<file path="src/hw/rtl/csvt_pkg.sv">
package csvt_pkg;

  // Token kinds on the result channel
  localparam logic [1:0] KIND_CHAR       = 2'd0;
  localparam logic [1:0] KIND_FIELD_END  = 2'd1;
  localparam logic [1:0] KIND_RECORD_END = 2'd2;
  localparam logic [1:0] KIND_DISCARD    = 2'd3;

  localparam logic [7:0] BYTE_LF    = 8'h0A;
  localparam logic [7:0] BYTE_CR    = 8'h0D;
  localparam logic [7:0] BYTE_QUOTE = 8'h22;

  localparam logic [7:0] SEP_RESET  = 8'h09;

  // Lead bytes dropped when skipping is enabled
  localparam logic [1:0] LEAD_BYTES = 2'd3;

  // Register map, word index taken from paddr[2]
  localparam logic REG_FIELD_SEPARATOR = 1'b0;
  localparam logic REG_SKIP_LEAD_BYTES = 1'b1;

  typedef struct packed {
    logic [7:0] field_separator;
    logic       skip_lead_bytes;
  } csvt_cfg_t;

  typedef struct packed {
    logic       vld;
    logic [1:0] kind;
    logic [7:0] chr;
  } csvt_tok_t;

endpackage

</file>
<file path="src/hw/rtl/csv_field_tokenizer.sv">
// CSV field tokenizer: one byte in, at most one token out.
// Output: a token is registered and appears on out_* in the cycle after its byte transfer.
// Throughput: one byte per cycle; the result register is reloaded in the
// same cycle it is drained, so only a stalled out_ready holds off input.
// Reset: synchronous, active low; clears parser state and the valid flag of
// the result register, field_separator returns to tab and skip_lead_bytes to 0.
module csv_field_tokenizer #(
  parameter int MAX_FIELD_CHARS = 511
) (
  input  logic        clk,
  input  logic        rst_n,
  // Byte stream
  input  logic        in_valid,
  output logic        in_ready,
  input  logic [7:0]  in_data_byte,
  input  logic        in_end_of_input,
  // Tokens
  output logic        out_valid,
  input  logic        out_ready,
  output logic [1:0]  out_token_kind,
  output logic [7:0]  out_char_out,
  // Register port
  input  logic        psel,
  input  logic        penable,
  input  logic        pwrite,
  input  logic [2:0]  paddr,
  input  logic [31:0] pwdata,
  output logic [31:0] prdata,
  output logic        pready
);

  csvt_pkg::csvt_cfg_t cfg;
  csvt_pkg::csvt_tok_t tok;
  logic                stage_free;
  logic                in_acc;

  // A byte may transfer whenever the result register is empty or being
  // drained this cycle; bytes that make no token still pass straight on.
  assign in_ready = stage_free;
  assign in_acc   = in_valid && in_ready;

  // Separator and lead-byte skip; the user must write them only while the stream is idle, the block does not enforce it
  csvt_cfg_regs u_cfg (
    .clk     (clk),
    .rst_n   (rst_n),
    .psel    (psel),
    .penable (penable),
    .pwrite  (pwrite),
    .paddr   (paddr),
    .pwdata  (pwdata),
    .prdata  (prdata),
    .pready  (pready),
    .cfg     (cfg)
  );

  // Quote, CR/LF and field-length tracking; the token is decided
  // combinationally from the incoming byte and the current flags.
  csvt_token_core #(
    .MAX_FIELD_CHARS (MAX_FIELD_CHARS)
  ) u_core (
    .clk          (clk),
    .rst_n        (rst_n),
    .acc          (in_acc),
    .data_byte    (in_data_byte),
    .end_of_input (in_end_of_input),
    .cfg          (cfg),
    .tok          (tok)
  );

  // Single result register parting the two handshakes
  csvt_out_reg u_out (
    .clk            (clk),
    .rst_n          (rst_n),
    .acc            (in_acc),
    .tok            (tok),
    .stage_free     (stage_free),
    .out_valid      (out_valid),
    .out_ready      (out_ready),
    .out_token_kind (out_token_kind),
    .out_char_out   (out_char_out)
  );

endmodule

</file>
<file path="src/hw/rtl/csvt_cfg_regs.sv">
module csvt_cfg_regs (
  input  logic              clk,
  input  logic              rst_n,
  input  logic              psel,
  input  logic              penable,
  input  logic              pwrite,
  input  logic [2:0]        paddr,
  input  logic [31:0]       pwdata,
  output logic [31:0]       prdata,
  output logic              pready,
  output csvt_pkg::csvt_cfg_t cfg
);

  logic [7:0] sep_r;
  logic       skip_r;
  logic       wr_en;

  assign wr_en  = psel && penable && pwrite;
  assign pready = 1'b1;

  always_ff @(posedge clk) begin
    if (!rst_n) begin
      sep_r  <= csvt_pkg::SEP_RESET;
      skip_r <= 1'b0;
    end else if (wr_en) begin
      if (paddr[2] == csvt_pkg::REG_FIELD_SEPARATOR) begin
        sep_r <= pwdata[7:0];
      end else begin
        skip_r <= pwdata[0];
      end
    end
  end

  always_comb begin
    if (paddr[2] == csvt_pkg::REG_SKIP_LEAD_BYTES) begin
      prdata = {31'd0, skip_r};
    end else begin
      prdata = {24'd0, sep_r};
    end
  end

  assign cfg.field_separator = sep_r;
  assign cfg.skip_lead_bytes = skip_r;

endmodule

</file>
<file path="src/hw/rtl/csvt_token_core.sv">
module csvt_token_core #(
  parameter int MAX_FIELD_CHARS = 511
) (
  input  logic                clk,
  input  logic                rst_n,
  input  logic                acc,
  input  logic [7:0]          data_byte,
  input  logic                end_of_input,
  input  csvt_pkg::csvt_cfg_t cfg,
  output csvt_pkg::csvt_tok_t tok
);

  localparam int LW = $clog2(MAX_FIELD_CHARS + 1);
  localparam logic [LW-1:0] LEN_MAX = LW'(MAX_FIELD_CHARS);

  logic          in_quotes_r, in_quotes_nxt;
  logic          qpend_r, qpend_nxt;
  logic          after_cr_r, after_cr_nxt;
  logic [LW-1:0] flen_r, flen_nxt;
  logic [1:0]    lead_cnt_r, lead_cnt_nxt;
  logic          rec_open_r, rec_open_nxt;

  always_comb begin
    logic [7:0] b;
    logic       done;
    logic       put_chr;

    in_quotes_nxt = in_quotes_r;
    qpend_nxt     = qpend_r;
    after_cr_nxt  = after_cr_r;
    flen_nxt      = flen_r;
    lead_cnt_nxt  = lead_cnt_r;
    rec_open_nxt  = rec_open_r;
    tok           = '0;
    b             = data_byte;
    done          = 1'b0;
    put_chr       = 1'b0;

    if (end_of_input) begin
      tok.vld       = rec_open_r;
      tok.kind      = csvt_pkg::KIND_DISCARD;
      in_quotes_nxt = 1'b0;
      qpend_nxt     = 1'b0;
      after_cr_nxt  = 1'b0;
      flen_nxt      = '0;
      lead_cnt_nxt  = '0;
      rec_open_nxt  = 1'b0;
      done          = 1'b1;
    end

    if (!done && lead_cnt_r < csvt_pkg::LEAD_BYTES) begin
      lead_cnt_nxt = lead_cnt_r + 2'd1;
      done         = cfg.skip_lead_bytes;
    end

    // LF straight after CR is swallowed
    if (!done && after_cr_r) begin
      after_cr_nxt = 1'b0;
      done         = (b == csvt_pkg::BYTE_LF);
    end

    if (!done) begin
      if (b == csvt_pkg::BYTE_CR) begin
        b            = csvt_pkg::BYTE_LF;
        after_cr_nxt = 1'b1;
      end
      rec_open_nxt = 1'b1;

      if (qpend_r) begin
        qpend_nxt = 1'b0;
        if (b == csvt_pkg::BYTE_QUOTE) begin
          put_chr = 1'b1;
          done    = 1'b1;
        end else begin
          in_quotes_nxt = 1'b0;
        end
      end
    end

    if (!done) begin
      if (in_quotes_r && !qpend_r) begin
        if (b == csvt_pkg::BYTE_QUOTE) begin
          qpend_nxt = 1'b1;
        end else begin
          put_chr = 1'b1;
        end
      end else if (b == csvt_pkg::BYTE_QUOTE) begin
        in_quotes_nxt = 1'b1;
      end else if (b == csvt_pkg::BYTE_LF) begin
        flen_nxt     = '0;
        rec_open_nxt = 1'b0;
        tok.vld      = 1'b1;
        tok.kind     = csvt_pkg::KIND_RECORD_END;
      end else if (b == cfg.field_separator) begin
        flen_nxt = '0;
        tok.vld  = 1'b1;
        tok.kind = csvt_pkg::KIND_FIELD_END;
      end else begin
        put_chr = 1'b1;
      end
    end

    // Characters beyond the field limit are dropped
    if (put_chr && flen_r < LEN_MAX) begin
      flen_nxt = flen_r + LW'(1);
      tok.vld  = 1'b1;
      tok.kind = csvt_pkg::KIND_CHAR;
      tok.chr  = b;
    end
  end

  always_ff @(posedge clk) begin
    if (!rst_n) begin
      in_quotes_r <= 1'b0;
      qpend_r     <= 1'b0;
      after_cr_r  <= 1'b0;
      flen_r      <= '0;
      lead_cnt_r  <= '0;
      rec_open_r  <= 1'b0;
    end else if (acc) begin
      in_quotes_r <= in_quotes_nxt;
      qpend_r     <= qpend_nxt;
      after_cr_r  <= after_cr_nxt;
      flen_r      <= flen_nxt;
      lead_cnt_r  <= lead_cnt_nxt;
      rec_open_r  <= rec_open_nxt;
    end
  end

endmodule

</file>
<file path="src/hw/rtl/csvt_out_reg.sv">
module csvt_out_reg (
  input  logic                clk,
  input  logic                rst_n,
  input  logic                acc,
  input  csvt_pkg::csvt_tok_t tok,
  output logic                stage_free,
  output logic                out_valid,
  input  logic                out_ready,
  output logic [1:0]          out_token_kind,
  output logic [7:0]          out_char_out
);

  logic       vld_r;
  logic [1:0] kind_r;
  logic [7:0] chr_r;

  assign stage_free = !vld_r || out_ready;

  always_ff @(posedge clk) begin
    if (!rst_n) begin
      vld_r <= 1'b0;
    end else if (acc) begin
      vld_r <= tok.vld;
    end else if (out_ready) begin
      vld_r <= 1'b0;
    end
  end

  always_ff @(posedge clk) begin
    if (acc && tok.vld) begin
      kind_r <= tok.kind;
      chr_r  <= tok.chr;
    end
  end

  assign out_valid      = vld_r;
  assign out_token_kind = kind_r;
  assign out_char_out   = chr_r;

endmodule

</file>
<file path="config.mk">
export PLATFORM = sky130hd
export DESIGN_NAME = csv_field_tokenizer
export DESIGN_NICKNAME = d
export VERILOG_FILES = /design/src/hw/rtl/csvt_pkg.sv /design/src/hw/rtl/csv_field_tokenizer.sv /design/src/hw/rtl/csvt_cfg_regs.sv /design/src/hw/rtl/csvt_token_core.sv /design/src/hw/rtl/csvt_out_reg.sv
export SDC_FILE = /design/constraint.sdc
export NUM_CORES = 1
export LEC_CHECK = 0
export ABC_AREA = 1
export BUFFER_PORTS_ARGS = -buffer_cell sky130_fd_sc_hd__buf_2
export CAP_MARGIN = 5
export CORE_UTILIZATION = 44
export CTS_CLUSTER_DIAMETER = 100
export DETAILED_ROUTE_END_ITERATION = 8
export GPL_TIMING_DRIVEN = 0
export PLACE_DENSITY = 0.8
export SETUP_SLACK_MARGIN = 0.15
export SLEW_MARGIN = 25
export SYNTH_ARGS = -nofsm -noshare
export SYNTH_HDL_FRONTEND = slang
export SYNTH_HIERARCHICAL = 1
export SYNTH_SLANG_ARGS = --single-unit
</file>
<file path="constraint.sdc">
create_clock -name clk -period 2.2 [get_ports clk]
set_input_delay 0.33 -clock clk [delete_from_list [all_inputs] [get_ports clk]]
set_output_delay 0.33 -clock clk [all_outputs]
set_load 0.05 [all_outputs]
</file>
* After elaboration in Yosys (flattened, before gate mapping)
Cells that the tools add are included.
** Cells by class
- Add/sub/neg operators :: 2
- Multiply operators :: 0
- Div/mod/pow operators :: 0
- Order comparisons :: 2
- Equal/unequal tests :: 6
- Shift operators :: 0
- Mux-type cells :: 58
- Bitwise operators :: 1
- Reduce and logical (&&, ||, !) cells :: 18
** Operators with widths (number)
- $mux 9 :: 7
- $mux 1 :: 38
- $mux 8 :: 4
- $eq 8x4->1 const B :: 3
- $mux 3 :: 6
- $eq 8x6->1 const B :: 2
- $mux 11 :: 1
- $add 9x1->9 const B :: 1
- $lt 9x9->1 const B :: 1
- $eq 8x8->1 :: 1
- $logic_and 1x1->1 :: 8
- $reduce_and 2->1 :: 3
- $logic_not 1->1 :: 4
- $mux 2 :: 2
- $reduce_bool 2->1 :: 2
- $add 2x1->2 const B :: 1
- $lt 2x2->1 const B :: 1
- $logic_or 1x1->1 :: 1
- $not 1->1 :: 1
** Word-level totals
- Register bits :: 35
- Bits in latches :: 0
- Bits in writable memories :: 0
- Memory bits (read-only) :: 0
- Input port bits :: 51
- Output and inout bits :: 45
- Logic and storage cells :: 98
- Memories kept :: 0

* Longest topological paths before layout
- Depth after elaboration :: 20
- Depth in mapped cells :: 19
- Depth with buffers taken out :: 18

* Cells and area by module
Netlist, hierarchy kept.
** By module, submodules not included
- csvt_token_core :: times used 1, cells an instance 223, area an instance 1370.1 um^2, sequential area each 300.3 um^2
- csvt_cfg_regs :: times used 1, cells an instance 104, area an instance 680.7 um^2, sequential area each 180.2 um^2
- csvt_out_reg :: times used 1, cells an instance 19, area an instance 355.3 um^2, sequential area each 320.3 um^2
- csv_field_tokenizer :: times used 1, cells an instance 2, area an instance 7.5 um^2, sequential area each 0.0 um^2

* Least setup slack after synthesis
No wires, ideal clock.
- Kind :: flip-flop to flip-flop
- Start :: register u_core.lead_cnt_r[0]
- End :: register u_out.chr_r[0] (netlist: u_out/out_char_out[0]) (enable)
- Setup time :: 0.334 ns
- Data arrival time :: 2.042 ns
- Required time :: 1.866 ns
- Setup slack :: -0.176 ns
- Cell stages (with the launch flop) :: 15
- Buffers on the path :: 1
- Period minus slack after synthesis :: 2.376 ns
- Path through :: dfxtp_1 > ha_1 > inv_1 > a21oi_2 > nand2_1 > a21oi_2 > inv_2 > a21oi_1 > nand2_2 > nand2_4 > nand2_4 > buf_2 > o211ai_1 > nand2_1 > inv_1
** RTL lines
- start: declaration :: line csvt_token_core.sv:20 : logic [1:0] lead_cnt_r, lead_cnt_nxt;
- start signal: assignment :: line csvt_token_core.sv:125 : lead_cnt_r <= lead_cnt_nxt;
- end signal: assignment :: line csvt_out_reg.sv:32 : chr_r <= tok.chr;
- end: declaration :: line csvt_out_reg.sv:15 : logic [7:0] chr_r;

==> implementation parameters <==
Parameter                              Value

Status
  Run status ... finished, violations left
  Violations in the final reports ... negative setup slack

Finish
  Layout cell share with drive strength beyond 1 ... 32.41%
  Post-route core utilization ... 60.17%
  Final-stage net count ... 487
  # fillers ... 481
  Area growth from synthesis to final layout ... 29.76%
  Number of diodes ... 0

Setup path
  Count of cells along the worst register-to-register path ... 18
  WP depth ... 18
  Endpoint kind of the worst setup timing path ... flip-flop
  Critical path's slowest cell ... sky130_fd_sc_hd__dfxtp_2
  Worst path required time ... 2.21 ns
  Worst Setup Path Type ... reg2reg
  Critical path cell sequence ... ha_4, inv_4, a21oi_4, nand3_4, nand2_4, nand2_2, nand2_1, nor2_1, nand2_1, nand2_1, nand2_1, nand2_2, nand2_4, nand2_4, buf_6, o211ai_1, nand2_2, clkinvlp_4
  Arrival time of the worst setup path ... 2.31 ns
  Critical R2R Capture ... u_out/out_char_out[7]
  Startpoint of the worst-slack reg-to-reg timing path ... u_core/lead_cnt_r[1]
  CP Buf/Inv Count ... 3
  Capturing element of the worst setup path ... u_out/out_char_out[7]
  Flop-to-flop setup slack ... -0.10 ns
  Kind of start point of the critical path ... flip-flop
  Worst setup path startpoint ... u_core/lead_cnt_r[1]
  Most repeated library cell on the critical path ... sky130_fd_sc_hd__nand2_1
  CP top delay family ... simple AND/OR/NAND/NOR gates
  Top fanout value on the critical path ... 8
  Max stage delay on crit path ... 0.35 ns

Timing
  Max Fclk ... 434.4 MHz
  Period utilization ... 104.6%
  Number of slew-limit violations in the final report ... 0
  Worst-case setup margin in the final layout ... -0.1020 ns
  Setup violators final ... 15
  Worst-case clock skew ... 0.005325 ns
  RSZ-0062 raised after global routing ... true
  Shortest clock period the worst path allows after layout ... 2.302 ns
  Fin. Hold Viols ... 0

Route
  DRC violations left ... 0
  Vias after detailed routing ... 2,401
  Detailed router's first-iteration violation count ... 155
  Detail Route Antenna Nets ... 0
  Post-detailed-route wirelength per cell ... 10.89 µm
  Post-DR vias/cell ... 4.754
  Router iterations before antenna repair ... 4
  Wire length after detailed routing ... 5501 µm

Floorplan
  Effective utilization at floorplan ... 46.37%
  Top-level port count ... 96
  Core area ... 5205 µm²
  Die Footprint ... 5786 µm²
  Die Ht ... 76.07 µm
  Number of rows in the core area ... 26
  Width of the die ... 76.07 µm

CTS
  TritonCTS clock tree ... built
  Library cell used as clock root buffer ... sky130_fd_sc_hd__clkbuf_8
  Number of clock sinks seen by CTS ... 35
  Clock slew at reported path FFs ... 0.07 ns
  CTS H-Tree Depth ... 2
  CTS buffer count ... 5
  Max Root-Sink Buffers ... 2
  Skew-Pair Late Insertion Delay ... 0.30 ns

Power
  Flop pwr share ... 41.1%
  Part of the power in the clock network ... 31.6%
  Leakage power figure ... 0.001539 µW
  Largest voltage drop on the vdd net ... 0.0002886 V
  NetSw ... 588.2 µW
  Sw Share ... 33.33%
  Total power divided by cell area ... 563.6 nW/µm²
  Logic gate share of total power ... 27.3%
  Internal power of the cells ... 1177 µW

Placement
  Sum of net half-perimeters after detailed placement ... 3855 µm
  Final Wtd Congestion ... 0.8787
  Pre-CTS WS ... -0.4025 ns
  Number of port buffers ... 43

Synth
  Per-instance average area after synthesis ... 6.936 µm²
  Warning count from the yosys run ... 6
  Top-count cell post-synth ... sky130_fd_sc_hd__nand2_1
  Post-Syn Instances ... 348
  Register area share after synthesis ... 33.18%
  Top cells by area in the synthesized netlist ... sky130_fd_sc_hd__dfxtp_1 21%, sky130_fd_sc_hd__edfxtp_1 12%, sky130_fd_sc_hd__nand2_1 9.5%
  Main synth FF type ... sky130_fd_sc_hd__dfxtp_1
  Proportion of synthesized flip-flops having asynchronous set or reset ... 0%
  Number of synthesized register bits ... 35
  Netlist area before placement ... 2414 µm²
  Share of the synthesized area in the top cell type ... 20.74%
  Top cell type by total area after synthesis ... sky130_fd_sc_hd__dfxtp_1
  Top cell types by occurrence after synthesis ... 61 x sky130_fd_sc_hd__nand2_1, 51 x sky130_fd_sc_hd__inv_1, 44 x sky130_fd_sc_hd__nor2_1
  Netlist cell types ... 34
  Count of flip-flops with a built-in enable after synthesis ... 10

Global routing
  Wire length of the first global-routing pass ... 9183 µm
  GRT Overall Usage ... 19.58%
  Largest net degree at the start of global routing ... 12
  Overflow left after global routing ... 0
  Vias in the first global route ... 2,169
  Initial antenna violation count ... 0

Worst hold path
  Worst Hold Class ... in2reg

Run
  # Max-Cap Violations ... 0
## power by group through the flow
| stage | registers (µW) | clock network [µW] | logic [µW] |
|---|---|---|---|
| 3_3_place_gp | 738 | 0 | 431 |
| 6_report | 725 | 558 | 482 |
| 2_1_floorplan | 773 | 0 | 319 |
| 4_1_cts | 725 | 567 | 459 |
| 3_5_place_dp | 739 | 0 | 439 |
| 5_1_grt | 729 | 599 | 519 |
## registers in the layout, summed over array words and instances (netlist names)
name / cells
u_cfg/sep_r: 8
u_cfg/skip_r: 1
u_core/after_cr_r: 1
u_core/flen_r: 9
u_core/in_quotes_r: 1
u_core/lead_cnt_r: 2
u_core/qpend_r: 1
u_core/rec_open_r: 1
u_out/out_char_out: 8
u_out/out_token_kind: 2
u_out/out_valid: 1
## metrics by stage
stage	total power, µW	TNS, ns	cells	hold WS, ns	instance area [µm²]
after CTS	1751	-0.7694	500	0.2525	3059
after global routing	1846	-4.388	505	0.2593	3132
after floorplan	1092	-0.08153	371	0.4441	2549
after global placement	1169	-3.950	484	0.4524	2851
final	1765	-0.9832	505	0.2582	3132
after detailed placement	1178	-4.308	484	0.4569	2851
## worst register-to-register path, delay by kind of cell (launching register included)
kind | cells | cell delay, ns
and+or+nand+nor | 12 | 0.97
adders and majority gates | 1 | 0.16
buffers and inverters | 3 | 0.30
AOI/OAI and AO/OA | 2 | 0.24
DFF | 1 | 0.35
## timing repair
item,CTS,global route
pin swaps,8,5
gates cloned,1,1
resized for setup,11,5
setup buffers,7,4
hold buffers,0,0
setup endpoints to repair,16,29
hold endpoints to repair,0,0
## per-layer routing
| layer | up-vias | wire length (µm) | global-route usage (%) |
|---|---|---|---|
| li1 | 1228 | - | - |
| met1 | 1079 | 2315 | 22.34 |
| met2 | 89 | 2727 | 34.73 |
| met3 | 5 | 381 | 4.671 |
| met4 | 0 | 77 | 8.462 |
| met5 | - | 0 | 0 |
## area by class of cell
type | count | area (µm²) | area share [%]
clock buffers | 7 | 107.6 | 3.436
well taps | 70 | 87.58 | 2.797
repair buffers | 55 | 330.3 | 10.55
flip-flops and latches | 35 | 803.3 | 25.65
multi-input cells | 246 | 1315 | 41.99
plain buffers | 33 | 256.5 | 8.190
inverters | 57 | 219.0 | 6.992
repair inverters | 1 | 7.507 | 0.2397
clock inverters | 1 | 5.005 | 0.1598
## worst min path at each step
stage	start	cells past startpoint	to
2_1_floorplan	u_core/after_cr_r	2	u_core/after_cr_r
3_3_place_gp	u_core/rec_open_r	2	u_core/rec_open_r
3_5_place_dp	u_core/rec_open_r	2	u_core/rec_open_r
4_1_cts	pwdata[3]	3	u_cfg/sep_r[3]
5_1_grt	pwdata[3]	3	u_cfg/sep_r[3]
6_report	pwdata[0]	3	u_cfg/sep_r[0]
## cells in the final DEF (no fill, tap or decap), types with 5 or more instances in the layout
cell type                  count
sky130_fd_sc_hd__nand2_2      13
sky130_fd_sc_hd__conb_1       25
sky130_fd_sc_hd__inv_1        49
sky130_fd_sc_hd__edfxtp_1     10
sky130_fd_sc_hd__a21oi_1      11
sky130_fd_sc_hd__nor2_1       44
sky130_fd_sc_hd__o21ai_0      11
sky130_fd_sc_hd__clkbuf_8      6
sky130_fd_sc_hd__a31oi_1       6
sky130_fd_sc_hd__xor2_1        6
sky130_fd_sc_hd__nor2_4        5
sky130_fd_sc_hd__nand4_1       7
sky130_fd_sc_hd__buf_4        37
sky130_fd_sc_hd__buf_2        44
sky130_fd_sc_hd__nand2_1      53
sky130_fd_sc_hd__dfxtp_1      23
sky130_fd_sc_hd__a21oi_2       7
sky130_fd_sc_hd__nor3_1        7
sky130_fd_sc_hd__nand3_1      29
## logic make-up after synthesis
family,synth area share [%]
AOI/OAI and AO/OA,9.902
DFF,33.18
other,0.3112
buffers and inverters,19.08
and+or+nand+nor,33.59
xor gates and xnor gates,2.903
adders and majority gates,1.037
(Power assumes the default switching activity.)
